**src/hdl/srp_pkg.sv**
```systemverilog
// ----------------------------------------------------------------------------
// srp_pkg
// types, constants and helpers of the shelf rectangle packer
// ----------------------------------------------------------------------------
package srp_pkg;

  localparam int MAX_SIDE  = 4096;
  localparam int MAX_COUNT = 4095;

  localparam int SIDE_W  = 13;
  localparam int RECT_W  = 12;
  localparam int CNT_W   = 12;
  localparam int CFG_INDEX_W = 2;

  localparam logic [SIDE_W-1:0] SIDE_MAX_C  = SIDE_W'(MAX_SIDE);
  localparam logic [SIDE_W-1:0] SIDE_RESET_C = SIDE_W'(1024);
  localparam logic [CNT_W-1:0]  CNT_MAX_C   =
    CNT_W'((MAX_COUNT > 4095) ? 4095 : MAX_COUNT);

  localparam logic [CFG_INDEX_W-1:0] CFG_ATLAS_WIDTH  = CFG_INDEX_W'(0);
  localparam logic [CFG_INDEX_W-1:0] CFG_ATLAS_HEIGHT = CFG_INDEX_W'(1);

  typedef enum logic {
    OP_PACK  = 1'b0,
    OP_CHECK = 1'b1
  } op_t;

  typedef enum logic {
    ST_IDLE = 1'b0,
    ST_RUN  = 1'b1
  } state_t;

  // result of one placement step of the shared unit
  typedef struct packed {
    logic              fit;
    logic [SIDE_W-1:0] x_next;
    logic [SIDE_W-1:0] y_next;
    logic [RECT_W-1:0] rh_next;
    logic [SIDE_W-1:0] left;
    logic [SIDE_W-1:0] top;
    logic [SIDE_W-1:0] right;
    logic [SIDE_W-1:0] bottom;
  } step_t;

  // clamp a 14 bit sum to the 13 bit range
  function automatic logic [SIDE_W-1:0] sat13(input logic [SIDE_W:0] v);
    return v[SIDE_W] ? {SIDE_W{1'b1}} : v[SIDE_W-1:0];
  endfunction

endpackage

```
**src/hdl/srp_step_unit.sv**
```systemverilog
// ----------------------------------------------------------------------------
// srp_step_unit
// one shelf placement step: row wrap, fit test and cursor advance
// ----------------------------------------------------------------------------
module srp_step_unit (
  input  logic [srp_pkg::SIDE_W-1:0] x,
  input  logic [srp_pkg::SIDE_W-1:0] y,
  input  logic [srp_pkg::RECT_W-1:0] rh,
  input  logic [srp_pkg::RECT_W-1:0] w,
  input  logic [srp_pkg::RECT_W-1:0] h,
  input  logic [srp_pkg::SIDE_W-1:0] aw,
  input  logic [srp_pkg::SIDE_W-1:0] ah,
  output srp_pkg::step_t             res
);

  logic [srp_pkg::SIDE_W:0]   x_sum;
  logic                       wrap;
  logic [srp_pkg::SIDE_W-1:0] xw;
  logic [srp_pkg::SIDE_W-1:0] yw;
  logic [srp_pkg::RECT_W-1:0] rhw;
  logic [srp_pkg::SIDE_W:0]   yh_sum;
  logic [srp_pkg::SIDE_W:0]   xw_sum;
  logic                       fit;

  always_comb begin
    x_sum  = {1'b0, x} + {2'b00, w};
    wrap   = x_sum > {1'b0, aw};
    // wrap opens a new row below the tallest rectangle of the current row
    xw     = wrap ? '0 : x;
    yw     = wrap ? srp_pkg::sat13({1'b0, y} + {2'b00, rh}) : y;
    rhw    = wrap ? '0 : rh;
    yh_sum = {1'b0, yw} + {2'b00, h};
    xw_sum = {1'b0, xw} + {2'b00, w};
    fit    = ({1'b0, w} <= aw) && (yh_sum <= {1'b0, ah});

    res.fit     = fit;
    res.x_next  = fit ? srp_pkg::sat13(xw_sum) : xw;
    res.y_next  = yw;
    res.rh_next = (fit && (h > rhw)) ? h : rhw;
    res.left    = xw;
    res.top     = yw;
    res.right   = srp_pkg::sat13(xw_sum);
    res.bottom  = srp_pkg::sat13(yh_sum);
  end

endmodule

```
**src/hdl/shelf_rectangle_packer_core.sv**
```systemverilog
// ----------------------------------------------------------------------------
// shelf_rectangle_packer_core
// row-by-row rectangle allocator for a fixed size atlas
// ----------------------------------------------------------------------------
// Places rectangles left to right along a row; a rectangle that does not fit
// the rest of the row wraps the cursor to a new row below that row's tallest
// one. A pack item (tuser 0) returns the placed rectangle or fails, which sets
// the sticky full flag while any wrap stays committed. A check item (tuser 1)
// answers whether rect_count equal rectangles would still fit, leaving the
// state as it was. One placement step unit does all the work under a two
// state sequencer, so an item is accepted only while the sequencer is idle.
// A pack item is accepted and then placed in one step; a check item takes
// one step per rectangle and ends early on the first miss; a check with
// count zero or while full is answered without stepping. The result leaves
// through an output register, so the next item is taken while a result still
// waits; a finished item only stalls when that register is still occupied.
// Atlas size registers are written through cfg_wr_en, cfg_index and cfg_data
// (the user must do so only while no item is in flight; the block does not
// enforce it). Values above 4096 saturate, unknown indexes are ignored.
// ----------------------------------------------------------------------------
module shelf_rectangle_packer_core (
  input  logic        clk,
  input  logic        rst,
  // configuration write port
  input  logic                            cfg_wr_en,
  input  logic [srp_pkg::CFG_INDEX_W-1:0] cfg_index,
  input  logic [srp_pkg::SIDE_W-1:0]      cfg_data,
  // input items
  input  logic        s_tvalid,
  output logic        s_tready,
  input  logic [39:0] s_tdata,  // rect_width[11:0], rect_height[23:12], rect_count[35:24]
  input  logic        s_tuser,  // operation
  // result items
  output logic        m_tvalid,
  input  logic        m_tready,
  output logic [55:0] m_tdata,  // left[12:0], top[25:13], right[38:26], bottom[51:39]
  output logic [1:0]  m_tuser   // success[0], atlas_full[1]
);

  // configuration
  logic [srp_pkg::SIDE_W-1:0] atlas_width;
  logic [srp_pkg::SIDE_W-1:0] atlas_height;
  logic [srp_pkg::SIDE_W-1:0] cfg_sat;

  // committed packing state
  logic [srp_pkg::SIDE_W-1:0] cursor_x;
  logic [srp_pkg::SIDE_W-1:0] cursor_y;
  logic [srp_pkg::RECT_W-1:0] row_height;
  logic                       full_flag;

  // sequencer and item registers
  srp_pkg::state_t            state;
  srp_pkg::state_t            state_next;
  srp_pkg::op_t               op;
  logic [srp_pkg::RECT_W-1:0] rect_w;
  logic [srp_pkg::RECT_W-1:0] rect_h;
  logic [srp_pkg::CNT_W-1:0]  remain;
  logic [srp_pkg::CNT_W-1:0]  in_count;
  logic                       quick;     // check answered without stepping
  logic                       quick_ok;

  // trial cursor walked by the step unit
  logic [srp_pkg::SIDE_W-1:0] trial_x;
  logic [srp_pkg::SIDE_W-1:0] trial_y;
  logic [srp_pkg::RECT_W-1:0] trial_rh;

  srp_pkg::step_t             step;

  // sequencer outputs
  logic accept;
  logic slot_free;
  logic last_step;
  logic finish;
  logic advance;
  logic res_ok;

  srp_step_unit u_step (
    .x   (trial_x),
    .y   (trial_y),
    .rh  (trial_rh),
    .w   (rect_w),
    .h   (rect_h),
    .aw  (atlas_width),
    .ah  (atlas_height),
    .res (step)
  );

  // counts above the limit clamp
  assign in_count = (s_tdata[35:24] > srp_pkg::CNT_MAX_C) ? srp_pkg::CNT_MAX_C
                                                          : s_tdata[35:24];
  assign cfg_sat  = (cfg_data > srp_pkg::SIDE_MAX_C) ? srp_pkg::SIDE_MAX_C : cfg_data;

  // next state
  always_comb begin
    state_next = state;
    unique case (state)
      srp_pkg::ST_IDLE: if (s_tvalid) state_next = srp_pkg::ST_RUN;
      srp_pkg::ST_RUN:  if (finish)   state_next = srp_pkg::ST_IDLE;
      default:          state_next = srp_pkg::ST_IDLE;
    endcase
  end

  // sequencer outputs
  always_comb begin
    s_tready  = 1'b0;
    last_step = 1'b0;
    finish    = 1'b0;
    advance   = 1'b0;
    slot_free = !m_tvalid || m_tready;
    res_ok    = quick ? quick_ok : step.fit;
    unique case (state)
      srp_pkg::ST_IDLE: s_tready = 1'b1;
      srp_pkg::ST_RUN: begin
        // a pack is one step; a check ends on a miss, on its last rectangle or when answered without stepping
        last_step = quick || (op == srp_pkg::OP_PACK) || !step.fit ||
                    (remain == srp_pkg::CNT_W'(1));
        finish    = last_step && slot_free;
        advance   = !last_step;
      end
      default: ;
    endcase
  end

  assign accept = s_tvalid && s_tready;

  always_ff @(posedge clk) begin
    if (rst) begin
      state <= srp_pkg::ST_IDLE;
    end else begin
      state <= state_next;
    end
  end

  // configuration registers
  always_ff @(posedge clk) begin
    if (rst) begin
      atlas_width  <= srp_pkg::SIDE_RESET_C;
      atlas_height <= srp_pkg::SIDE_RESET_C;
    end else if (cfg_wr_en) begin
      unique case (cfg_index)
        srp_pkg::CFG_ATLAS_WIDTH:  atlas_width  <= cfg_sat;
        srp_pkg::CFG_ATLAS_HEIGHT: atlas_height <= cfg_sat;
        default: ;
      endcase
    end
  end

  // item capture and trial walk
  always_ff @(posedge clk) begin
    if (accept) begin
      op       <= srp_pkg::op_t'(s_tuser);
      rect_w   <= s_tdata[11:0];
      rect_h   <= s_tdata[23:12];
      remain   <= in_count;
      quick    <= (s_tuser == srp_pkg::OP_CHECK) && ((in_count == '0) || full_flag);
      quick_ok <= (in_count == '0);
      trial_x  <= cursor_x;
      trial_y  <= cursor_y;
      trial_rh <= row_height;
    end else if (advance) begin
      remain   <= remain - srp_pkg::CNT_W'(1);
      trial_x  <= step.x_next;
      trial_y  <= step.y_next;
      trial_rh <= step.rh_next;
    end
  end

  // committed state: only a pack writes it back, a wrap sticks even on a miss
  always_ff @(posedge clk) begin
    if (rst) begin
      cursor_x   <= '0;
      cursor_y   <= '0;
      row_height <= '0;
      full_flag  <= 1'b0;
    end else if (finish && (op == srp_pkg::OP_PACK)) begin
      cursor_x   <= step.x_next;
      cursor_y   <= step.y_next;
      row_height <= step.rh_next;
      full_flag  <= full_flag || !step.fit;
    end
  end

  // output register
  always_ff @(posedge clk) begin
    if (rst) begin
      m_tvalid <= 1'b0;
    end else if (finish) begin
      m_tvalid <= 1'b1;
    end else if (m_tready) begin
      m_tvalid <= 1'b0;
    end
  end

  always_ff @(posedge clk) begin
    if (finish) begin
      if ((op == srp_pkg::OP_PACK) && step.fit) begin
        m_tdata <= {4'b0000, step.bottom, step.right, step.top, step.left};
      end else begin
        m_tdata <= '0;
      end
      m_tuser[0] <= res_ok;
      m_tuser[1] <= (op == srp_pkg::OP_PACK) ? (full_flag || !step.fit) : full_flag;
    end
  end

endmodule

```
**config.mk**
```make
export PLATFORM = sky130hd
export DESIGN_NAME = shelf_rectangle_packer_core
export DESIGN_NICKNAME = d
export VERILOG_FILES = /design/src/hdl/srp_pkg.sv /design/src/hdl/srp_step_unit.sv /design/src/hdl/shelf_rectangle_packer_core.sv
export SDC_FILE = /design/constraint.sdc
export NUM_CORES = 1
export LEC_CHECK = 0
export BUFFER_PORTS_ARGS = -buffer_cell sky130_fd_sc_hd__buf_2
export CAP_MARGIN = 10
export CORE_MARGIN = 3
export CORE_UTILIZATION = 60
export CTS_BUF_LIST = sky130_fd_sc_hd__clkbuf_4 sky130_fd_sc_hd__clkbuf_8
export CTS_CLUSTER_SIZE = 16
export DETAILED_ROUTE_END_ITERATION = 6
export GPL_TIMING_DRIVEN = 0
export PLACE_DENSITY = 0.81
export SLEW_MARGIN = 20
export SYNTH_ARGS = -nofsm -noshare
export SYNTH_HDL_FRONTEND = slang
export SYNTH_SLANG_ARGS = --single-unit
```
**constraint.sdc**
```tcl
create_clock -name clk -period 21.6 [get_ports clk]
set_input_delay 4.32 -clock clk [delete_from_list [all_inputs] [get_ports clk]]
set_output_delay 4.32 -clock clk [all_outputs]
set_load 0.02 [all_outputs]
```
# ---- Yosys cells after proc, flatten, opt, wreduce, memory -nomap -nowiden
# Cells that the tools add are included.
dict set report totals {
  ff_bits 202
  input_bits 61
  out_inout_bits 60
  elab_cells 85
}
dict set report classes {
  add_sub_neg 5
  magnitude_cmp 6
  n_eq_ne 2
  muxes 28
  bitwise_logic 2
  reduce_logical 22
}
# cell count
set op_table {}
lappend op_table {{2-to-1 mux 13 bit} 11}
lappend op_table {{2-to-1 mux 12 bit} 7}
lappend op_table {{adder 13 x 12 -> 14 bit} 4}
lappend op_table {{greater-than comparator 14 x 13 -> 1 bit} 1}
lappend op_table {{<= comparator 14 x 13 -> 1 bit} 1}
lappend op_table {{greater-than comparator 13 bit (second input constant)} 1}
lappend op_table {{<= comparator 12 x 13 -> 1 bit} 1}
lappend op_table {{== test 12 x 1 -> 1 bit (second input constant)} 1}
lappend op_table {{greater-than comparator 12 bit} 1}
lappend op_table {{greater-than comparator 12 bit (second input constant)} 1}
lappend op_table {{zero test 12 bit} 1}
lappend op_table {{subtractor 12 x 1 -> 12 bit (second input constant)} 1}
lappend op_table {{2-to-1 mux 1 bit} 9}
lappend op_table {{logical AND 1 bit} 7}
lappend op_table {{logical OR 1 bit} 6}
lappend op_table {{AND reduction 2 bit} 2}
lappend op_table {{nonzero test 2 bit} 2}
lappend op_table {{zero test 1 bit} 3}
lappend op_table {{== test 2 x 1 -> 1 bit (second input constant)} 1}
lappend op_table {{zero test 2 bit} 1}
lappend op_table {{inverter 1 bit} 2}
lappend op_table {{case mux 1 bit (2 select lines)} 1}

# ---- Longest topological paths before layout
# Gate-level depths: netlist of run 1.
dict set report logic_depth {
  depth_word 13
  mapped_depth 41
  mapped_depth_nobuf 37
}

# ---- Modules after synthesis
# From an unflattened synthesis of run 1, not the netlist that was laid out.
dict set report unflattened {
  cells_unflattened 1261
  area_unflattened_um2 12031.5
}
# module n_inst cells_per_inst area_each_um2 seq_area_each_um2
set modules_own_cells {}
lappend modules_own_cells {shelf_rectangle_packer_core 1 677 7677.4 5275.1}
lappend modules_own_cells {srp_step_unit 1 584 4354.2 0.0}

# ---- Worst setup path before layout of run 1
# Ideal clock, no wire load.
dict set report synth_timing {
  path_type {register -> register}
  startpoint {reg rect_w[0] (netlist bit)}
  endpoint {reg m_tdata[0], enable pin}
  setup_ps 432
  arrival_time_ps 8613
  t_required_ps 21168
  slack_ps 12555
  stages_incl_launch_ff 38
  n_path_buf 3
  synth_period_minus_slack_ps 9045
  cell_sequence {edfxtp_1 ha_1 fa_1 a21o_1 a21oi_1 o21bai_1 a21o_1 a21oi_1 o21ai_0 a21oi_1 xnor2_1 ha_1 nand4_1 nor2_1 a31o_2 a31oi_2 or2_2 buf_2 [... 2 more ...] o22ai_1 inv_1 ha_1 fa_1 a21o_1 a21oi_1 o21bai_1 a21oi_1 o21ai_0 a311oi_1 xor2_1 ha_1 and4_1 a31oi_1 a32o_1 a21oi_4 buf_6 a21oi_2}
}
# element line_no
set synth_rtl {}
lappend synth_rtl {{from (decl)} shelf_rectangle_packer_core.sv:55} ;# logic [srp_pkg::RECT_W-1:0] rect_w;
lappend synth_rtl {{from (signal assigned)} shelf_rectangle_packer_core.sv:152} ;# rect_w <= s_tdata[11:0];
lappend synth_rtl {{to (signal assigned)} shelf_rectangle_packer_core.sv:197} ;# m_tdata <= {4'b0000, step.bottom, step.right, step.top, step.left};
lappend synth_rtl {{to (decl)} shelf_rectangle_packer_core.sv:36} ;# output logic [55:0] m_tdata,

==> flow_summary.ini, run 1 <==
[run_status]
status = finished, final reports clean

[worst_hold_path]
holdPathEnd = atlas_width[3]
hold_start = atlas_width[3]
min_path_cells = 2
hold_path_class = reg2reg

[cells_and_area]
fin_nets = 1541
syn_to_final_growth_pct = 11.9
fillers = 1517
drive_gt1_share_pct = 14.7
num_antenna_cells = 0

[floorplan]
rows = 50
dieArea_sq_um = 21400
dieWidth_microns = 146
coreArea_sq_um = 19000
initial_core_util_pct = 62.0
die_h_microns = 146
io_pins = 121

[global_route]
grt_max_degree = 51
grt_usage_pct = 29.3
grt_pass1_wl_mm = 50.1
grt_pass1_vias = 9619
overflow = 0
antenna_found_initial = 0

[synthesis]
syn_avg_cell_area_sq_um = 9.52
synthDistinctLibCells = 78
yosysMostFrequentCell = nand2_1
syn-cell-area_sq_um = 11800
ys_seq_area_share_pct = 44.7
synth-adder-area-share_pct = 11.4
synth_top_family_by_area = simple AND/OR/NAND/NOR gates
synthMuxAreaShare_pct = 0.170
synth.area.top_cells = edfxtp_1 33%, dfxtp_1 11%, ha_1 11%, nand2_1 5.3%, a21oi_1 3.5%
synth_xor_area_share_pct = 3.41
synth_warnings = 0
synth_compound_area_share_pct = 17.2
synth_edf_count = 131
synthTopCellsByCount = 166 x nand2_1, 131 x edfxtp_1, 101 x ha_1
yosys_most_used_dff = edfxtp_1
netlist.top_cell.by_area = edfxtp_1
synth_seq_cells = 198
netlist_instances = 1239
synth_top_area_share_pct = 33.3
synth-simple-area-share_pct = 18.2
async_flop_share_pct = 0

[clock_tree]
cts_tree = built
numCtsBuffers = 17
clockRootBuffer = clkbuf_8
post_cts_resized = 0
cts_buffer_depth = 2
postCtsSetupRepairBufs = 0
cts_hold_buf = 0
path_clk_slew_ns = 0.10
insertion_delay_ns = 0.48
cts.sinks = 198
cts_htree_levels = 4

[route]
route.detailed.drc = 0
first_pass_iters = 5
wl_mm = 31.7
wl_per_cell_microns = 19.2
detail_route.iter0.violations = 986
ant_nets = 0
vias_per_cell = 6.14
vias = 10114

[timing]
rsz0062_at_grt = no
setup_viol = 0
setup-tns-final_ns = 0
drv_slew = 0
tightest_slew_ns = 0.737
timing.final.crit_share_pct = 46.5
fin_skew_ns = 0.0206
period_needed_ns = 10.05
finalHoldViolCount = 0
fmaxAchievable_ghz = 0.0995
relSlewSlack_pct = 50.9
timing.final.ws_setup_ns = 11.55

[critical_path]
slowest_stage = nand2_4
crit_top_cell = a21oi_1
ff2ff_path_depth = 38
rr_startpoint = rect_w[0]
cp.arrival_ns = 10.16
path_class = reg2reg
cp_data_required_time_ns = 21.71
timing.rr.end = trial_x[5]
reg2reg_setup_slack_ns = 11.55
slowest_delay_ns = 0.59
cp-end-kind = flop
startpoint_type = flop
critPathMaxFanout = 50

[job]
maxCapViolCount = 0

[placement]
hpwl_mm = 24.3
io_buffers = 111
place.gp.congestion = 0.948
dp_slack_ns = 11.77
-- kinds of logic after synthesis --
logic type,Yosys count
other cells,1
simple gates,453
buf+inv,129
flops,198
compound gates,305
xor+xnor,46
mux,2
fa+ha+maj,105
-- per-layer routing --
layer	vias to the layer above	wire (microns)	track usage [%]
met5	-	0	0
met4	0	1640	14.5
met3	108	2320	5.37
met2	528	14800	47.6
met1	4720	12900	38.0
li1	4758	-	-
-- placed cells by master (no fill, tap or decap), types with 57 or more instances in the layout --
| cell | count |
|---|---|
| nor3_1 | 57 |
| ha_1 | 101 |
| dfxtp_1 | 67 |
| o21ai_0 | 58 |
| edfxtp_1 | 131 |
| buf_2 | 121 |
| inv_1 | 65 |
| nor2_1 | 91 |
| a21oi_1 | 83 |
| nand2_1 | 165 |
-- registers in the layout (all words and copies together), names as in the netlist, 13 cells and up --
name / cells
cursor_y: 13
m_tdata: 52
atlas_width: 13
cursor_x: 13
trial_y: 13
trial_x: 13
atlas_height: 13
-- final cells by class --
class	count	area [sq um]	share of cell area, %
Buffer	62	323	2.44
Timing Repair Buffer	114	631	4.78
Tap cell	260	325	2.46
Sequential cell	198	5280	39.9
Inverter	67	251	1.90
Clock inverter	10	146	1.11
Multi-Input combinational cell	915	5980	45.3
Clock buffer	22	278	2.10
-- worst max-delay path by stage --
stage,cells past startpoint,slack (ns),endpoint,from
2_1_floorplan,37,12.56,m_tdata[0],rect_w[0]
3_3_place_gp,37,10.59,m_tdata[45],rect_w[0]
3_5_place_dp,38,11.77,trial_y[8],rect_w[0]
4_1_cts,38,11.62,trial_x[5],rect_w[0]
5_1_grt,38,10.86,trial_x[5],rect_w[0]
6_report,38,11.55,trial_x[5],rect_w[0]
-- per-stage QoR --
| step | cell area (sq um) | std cells | hold slack (ns) | util (%) |
|---|---|---|---|---|
| 3_3_place_gp | 12700 | 1613 | 0.443 | 66.7 |
| 6_report | 13200 | 1648 | 0.462 | 69.4 |
| 3_5_place_dp | 12800 | 1616 | 0.447 | 67.2 |
| 2_1_floorplan | 11800 | 1242 | 0.436 | - |
| 4_1_cts | 13200 | 1648 | 0.460 | 69.4 |
| 5_1_grt | 13200 | 1648 | 0.476 | 69.4 |
-- critical path: cells and delay by family (launching register included) --
family,cells,cell delay (ns)
adders and majority gates,6,1.91
buffers and inverters,4,0.89
xor gates and xnor gates,2,0.35
DFF,1,0.48
AOI/OAI and AO/OA,19,4.61
and+or+nand+nor,7,1.35
Power of run 1 is left out: the tool's default activity adds up to more than one toggle a clock period on the data nets, which glitch-free logic cannot reach.
==> inputs of run 2 (changes only) <==
--- a/config.mk
+++ b/config.mk
@@ -5,6 +5,7 @@
 export SDC_FILE = /design/constraint.sdc
 export NUM_CORES = 1
 export LEC_CHECK = 0
+export ABC_AREA = 1
 export BUFFER_PORTS_ARGS = -buffer_cell sky130_fd_sc_hd__buf_2
 export CAP_MARGIN = 10
 export CORE_MARGIN = 3
==> constraint.sdc (replaced) <==
create_clock -name clk -period 10.5 [get_ports clk]
set_input_delay 2.1 -clock clk [delete_from_list [all_inputs] [get_ports clk]]
set_output_delay 2.1 -clock clk [all_outputs]
set_load 0.02 [all_outputs]
==> run 2 against run 1 <==
  * Routed wire length is 1.5% lower
  * Critical path depth is 8 higher
  * Fmax is 9.7% higher
  * Sequential share of layout area is 1.1 points lower
  * Critical endpoint is now trial_y[5]
==> flow_summary.ini, run 2 <==
[critical_path]
crit_top_cell = nand2_1
critPathMaxFanout = 20
cp_data_required_time_ns = 10.69
cp.arrival_ns = 9.36
cp-end-kind = flop
path_class = reg2reg
slowest_stage = o21ai_4
startpoint_type = flop
slowest_delay_ns = 0.68

[synthesis]
synth.area.top_cells = edfxtp_1 32%, dfxtp_1 11%, ha_1 10%, nand2_1 9.4%, inv_1 7.4%
synth_top_area_share_pct = 32.4
netlist_instances = 1494
synth_edf_count = 131
synth_warnings = 0
yosysMostFrequentCell = nand2_1
syn-cell-area_sq_um = 12100
yosys_most_used_dff = edfxtp_1
syn_avg_cell_area_sq_um = 8.12
netlist.top_cell.by_area = edfxtp_1
synthDistinctLibCells = 48
synth_seq_cells = 198
async_flop_share_pct = 0
ys_seq_area_share_pct = 43.5
synthTopCellsByCount = 305 x nand2_1, 238 x inv_1, 177 x nor2_1

[timing]
fin_skew_ns = 0.0177
period_needed_ns = 9.16
drv_slew = 0
timing.final.crit_share_pct = 87.3
tightest_slew_ns = 1.08
finalHoldViolCount = 0
rsz0062_at_grt = no
fmaxAchievable_ghz = 0.109
timing.final.ws_setup_ns = 1.34
relSlewSlack_pct = 27.2
setup_viol = 0

[route]
first_pass_iters = 6
ant_nets = 0
detail_route.iter0.violations = 935
vias = 10476
vias_per_cell = 5.48
wl_per_cell_microns = 16.4
wl_mm = 31.2
route.detailed.drc = 0

[clock_tree]
numCtsBuffers = 17
clockRootBuffer = clkbuf_8
postCtsSetupRepairBufs = 0
cts_tree = built
insertion_delay_ns = 0.48
post_cts_resized = 0
cts_hold_buf = 0
cts_buffer_depth = 2
cts_htree_levels = 4
path_clk_slew_ns = 0.10
cts.sinks = 198

[cells_and_area]
final_cell_mix = 305 x nand2_1, 237 x inv_1, 177 x nor2_1
drive_gt1_share_pct = 11.8
final_common_cell = nand2_1
num_antenna_cells = 0
syn_to_final_growth_pct = 12.0
largest_register_ffs = 52
fin_area_sq_um = 13600
fillers = 1656
top_register = m_tdata
fin_nets = 1798

[floorplan]
dieArea_sq_um = 22000
initial_core_util_pct = 61.7
coreArea_sq_um = 19700
die_h_microns = 148
io_pins = 121
dieWidth_microns = 148
rows = 51

[global_route]
overflow = 0
antenna_found_initial = 0
grt_usage_pct = 28.5
grt_max_degree = 37
grt_pass1_wl_mm = 49.3
grt_pass1_vias = 9712

[placement]
placed_area_sq_um = 13100
place.gp.congestion = 0.954
io_buffers = 112
dp_slack_ns = 1.58
hpwl_mm = 24.4

[job]
maxCapViolCount = 0

[run_status]
status = finished, final reports clean

[worst_hold_path]
hold_path_class = reg2reg
[run 2: cell families (layout without fill, tap and decap cells)]
family	count (synthesis)	count (layout)	share of synthesized area, %
flip-flops	198	198	43.5
XOR/XNOR	44	44	3.18
AND/OR/NAND/NOR	584	584	20.3
other	1	4	0.0309
buffers and inverters	295	443	9.79
adder cells (fa/ha/maj)	105	105	11.1
AO/OA/AOI/OAI	267	267	12.2
[run 2: layer usage]
metal  track usage (%)  part of all wire, %  up-vias
li1                  -                    -     5163
met1              40.4                   43     4809
met2              45.6                   45      447
met3              4.60                  8.7       57
met4              8.59                  2.7        0
met5                 0                    0        -
[run 2: final timing paths]
path / startpoint / to / depth (start not counted) / slack, ns
min: atlas_height[3] / atlas_height[3] / 2 / 0.49
min reg2reg: atlas_height[3] / atlas_height[3] / 2 / 0.49
max reg2reg: rect_w[0] / trial_y[5] / 46 / 1.34
max: rect_w[0] / trial_y[5] / 46 / 1.34
[run 2: per-stage QoR]
stage	hold WS, ns	setup TNS (ns)	util, %	std cells
floorplan	0.435	0	-	1497
global placement	0.461	-149.26	66.3	1874
detailed placement	0.473	0	66.9	1878
CTS	0.490	0	69.1	1910
global route	0.511	0	69.1	1910
finish	0.489	0	69.1	1910
[run 2: cell type report]
class	instances	area (sq um)	area share, %
clock buffer	18	248	1.82
buffer	53	280	2.06
inverter	242	908	6.69
tap	265	332	2.44
timing repair buffer	116	663	4.88
clock inverter	14	185	1.36
sequential	198	5280	38.8
multi-input combinational	1004	5690	41.9
[run 2: worst max-delay path: cells and delay by family (launching register included)]
| family | cells | cell delay, ns |
|---|---|---|
| buf+inv | 8 | 1.22 |
| compound gates | 10 | 2.79 |
| fa+ha+maj | 6 | 2.02 |
| simple gates | 20 | 1.86 |
| xor+xnor | 2 | 0.47 |
| flops | 1 | 0.47 |
Power of run 2 is left out for the same reason.
==> inputs of run 3 (changes only) <==
--- a/config.mk
+++ b/config.mk
@@ -13,9 +13,11 @@
 export CTS_BUF_LIST = sky130_fd_sc_hd__clkbuf_4 sky130_fd_sc_hd__clkbuf_8
 export CTS_CLUSTER_SIZE = 16
 export DETAILED_ROUTE_END_ITERATION = 6
+export GPL_ROUTABILITY_DRIVEN = 0
 export GPL_TIMING_DRIVEN = 0
 export PLACE_DENSITY = 0.81
 export SLEW_MARGIN = 20
 export SYNTH_ARGS = -nofsm -noshare
 export SYNTH_HDL_FRONTEND = slang
+export SYNTH_HIERARCHICAL = 1
 export SYNTH_SLANG_ARGS = --single-unit
==> constraint.sdc (replaced) <==
create_clock -name clk -period 10.5 [get_ports clk]
set_input_delay 2.1 -clock clk [delete_from_list [all_inputs] [get_ports clk]]
set_output_delay 2.1 -clock clk [all_outputs]
set_load 0.05 [all_outputs]
==> run 3 against run 2 <==
  * Clock skew is 0.0018 ns lower
  * Hold slack better by 0.00070 ns
  * Synthesized cell count is 12% higher
  * Critical path type unchanged
==> flow_summary.ini, run 3 <==
[placement]
placed_area_sq_um = 13700
dp_slack_ns = 1.63
io_buffers = 112
hpwl_mm = 25.3

[critical_path]
path_class = reg2reg
slowest_stage = a21oi_2
startpoint_type = flop
critPathBufInv = 11
critPathMaxFanout = 23
crit_family = compound AO/OA/AOI/OAI gates
cp-end-kind = flop
cp_data_required_time_ns = 10.68
crit_top_cell = nand2_1
slowest_delay_ns = 0.50
cp_num_cells = 46
cp.arrival_ns = 9.35
ff2ff_path_depth = 46

[floorplan]
rows = 52
io_pins = 121
dieArea_sq_um = 23000
coreArea_sq_um = 20600
initial_core_util_pct = 61.9
dieWidth_microns = 152
die_h_microns = 152

[timing]
fmaxAchievable_ghz = 0.109
setup-tns-final_ns = 0
tightest_slew_ns = 0.906
fin_skew_ns = 0.0158
timing.final.ws_setup_ns = 1.33
finalHoldViolCount = 0
hold_slack_ns = 0.490
setup_viol = 0
drv_slew = 0
period_needed_ns = 9.17
timing.final.crit_share_pct = 87.3
relSlewSlack_pct = 39.1
rsz0062_at_grt = no

[cells_and_area]
largest_register_ffs = 52
fillers = 1727
final_common_cell = nand2_1
final_cell_mix = 398 x nand2_1, 338 x inv_1, 168 x nor2_1
fin_nets = 1978
fin_area_sq_um = 14100
num_antenna_cells = 0
syn_to_final_growth_pct = 11.0
drive_gt1_share_pct = 11.4
top_register = m_tdata

[global_route]
grt_pass1_vias = 10281
grt_usage_pct = 28.2
grt_max_degree = 56
overflow = 0
antenna_found_initial = 0
grt_pass1_wl_mm = 50.8

[clock_tree]
numCtsBuffers = 17
cts_hold_buf = 0
cts_htree_levels = 4
insertion_delay_ns = 0.48
cts_buffer_depth = 2
cts_tree = built
path_clk_slew_ns = 0.10
post_cts_resized = 0
cts.sinks = 198
postCtsSetupRepairBufs = 0
clockRootBuffer = clkbuf_8

[route]
detail_route.iter0.violations = 1144
wl_per_cell_microns = 15.3
first_pass_iters = 6
vias = 11306
ant_nets = 0
route.detailed.drc = 0
wl_mm = 32.1
vias_per_cell = 5.39

[synthesis]
yosysMostFrequentCell = nand2_1
ys_seq_area_share_pct = 41.4
synth_top_area_share_pct = 30.9
synthDistinctLibCells = 44
synth_seq_cells = 198
synth.area.top_cells = edfxtp_1 31%, nand2_1 12%, dfxtp_1 11%, inv_1 10%, ha_1 9.8%
netlist.top_cell.by_area = edfxtp_1
synth_warnings = 6
yosys_most_used_dff = edfxtp_1
syn-cell-area_sq_um = 12700
synth_edf_count = 131
synthTopCellsByCount = 398 x nand2_1, 339 x inv_1, 168 x nor2_1
netlist_instances = 1676
syn_avg_cell_area_sq_um = 7.59
async_flop_share_pct = 0

[run_status]
status = finished, final reports clean

[job]
maxCapViolCount = 0

[worst_hold_path]
hold_path_class = reg2reg
min_path_cells = 2
## run 3: changes by cell type in the layout (fill, tap and decap cells not counted), sizes merged, moves of 12 or more
cell,previous run,this run
inv,250,348
nand2,310,403
nand4,23,58
buf,142,165
o21ai,121,99
o21bai,27,6
xor2,35,22
nand3,33,45
o22ai,1,13
## run 3: layer usage
metal / routed length, microns / vias to the layer above / global-route usage (%)
met3: 3040 / 88 / 4.31
met2: 14300 / 574 / 44.6
met5: 0 / - / 0
li1: - / 5600 / -
met1: 13600 / 5044 / 38.4
met4: 1210 / 0 / 12.8
## run 3: kinds of logic after synthesis
group,after synthesis,synth area share [%]
other cells,1,0.0295
flops,198,41.4
compound gates,223,9.43
buf+inv,415,13.2
fa+ha+maj,104,10.5
xor+xnor,36,2.48
simple gates,699,22.9
## run 3: metrics by stage
| stage | cells | utilization (%) |
|---|---|---|
| global route | 2096 | 68.7 |
| floorplan | 1679 | - |
| detailed placement | 2064 | 66.8 |
| CTS | 2096 | 68.7 |
| global placement | 2061 | 66.3 |
| finish | 2096 | 68.7 |
## run 3: final timing paths
check	start	slack [ns]	endpoint
worst max-delay path	rect_w[0]	1.33	trial_y[7]
worst min-delay path	full_flag	0.49	full_flag
worst max register to register	rect_w[0]	1.33	trial_y[7]
worst min register to register	full_flag	0.49	full_flag
## run 3: cell type report
cell class,instances,area [sq um],share of cell area [%]
tap,270,338,2.39
clock buffer,22,284,2.01
buffer,72,397,2.81
clock inverter,10,110,0.779
timing repair buffer,115,643,4.55
inverter,343,1290,9.13
sequential,198,5280,37.3
multi-input combinational,1066,5790,41.0
## run 3: worst min-delay path: stages, from the launching register on
cell and delay, ns:
dfxtp_1 0.31, inv_1 0.08, a21oi_1 0.07
Power of run 3 is left out for the same reason.
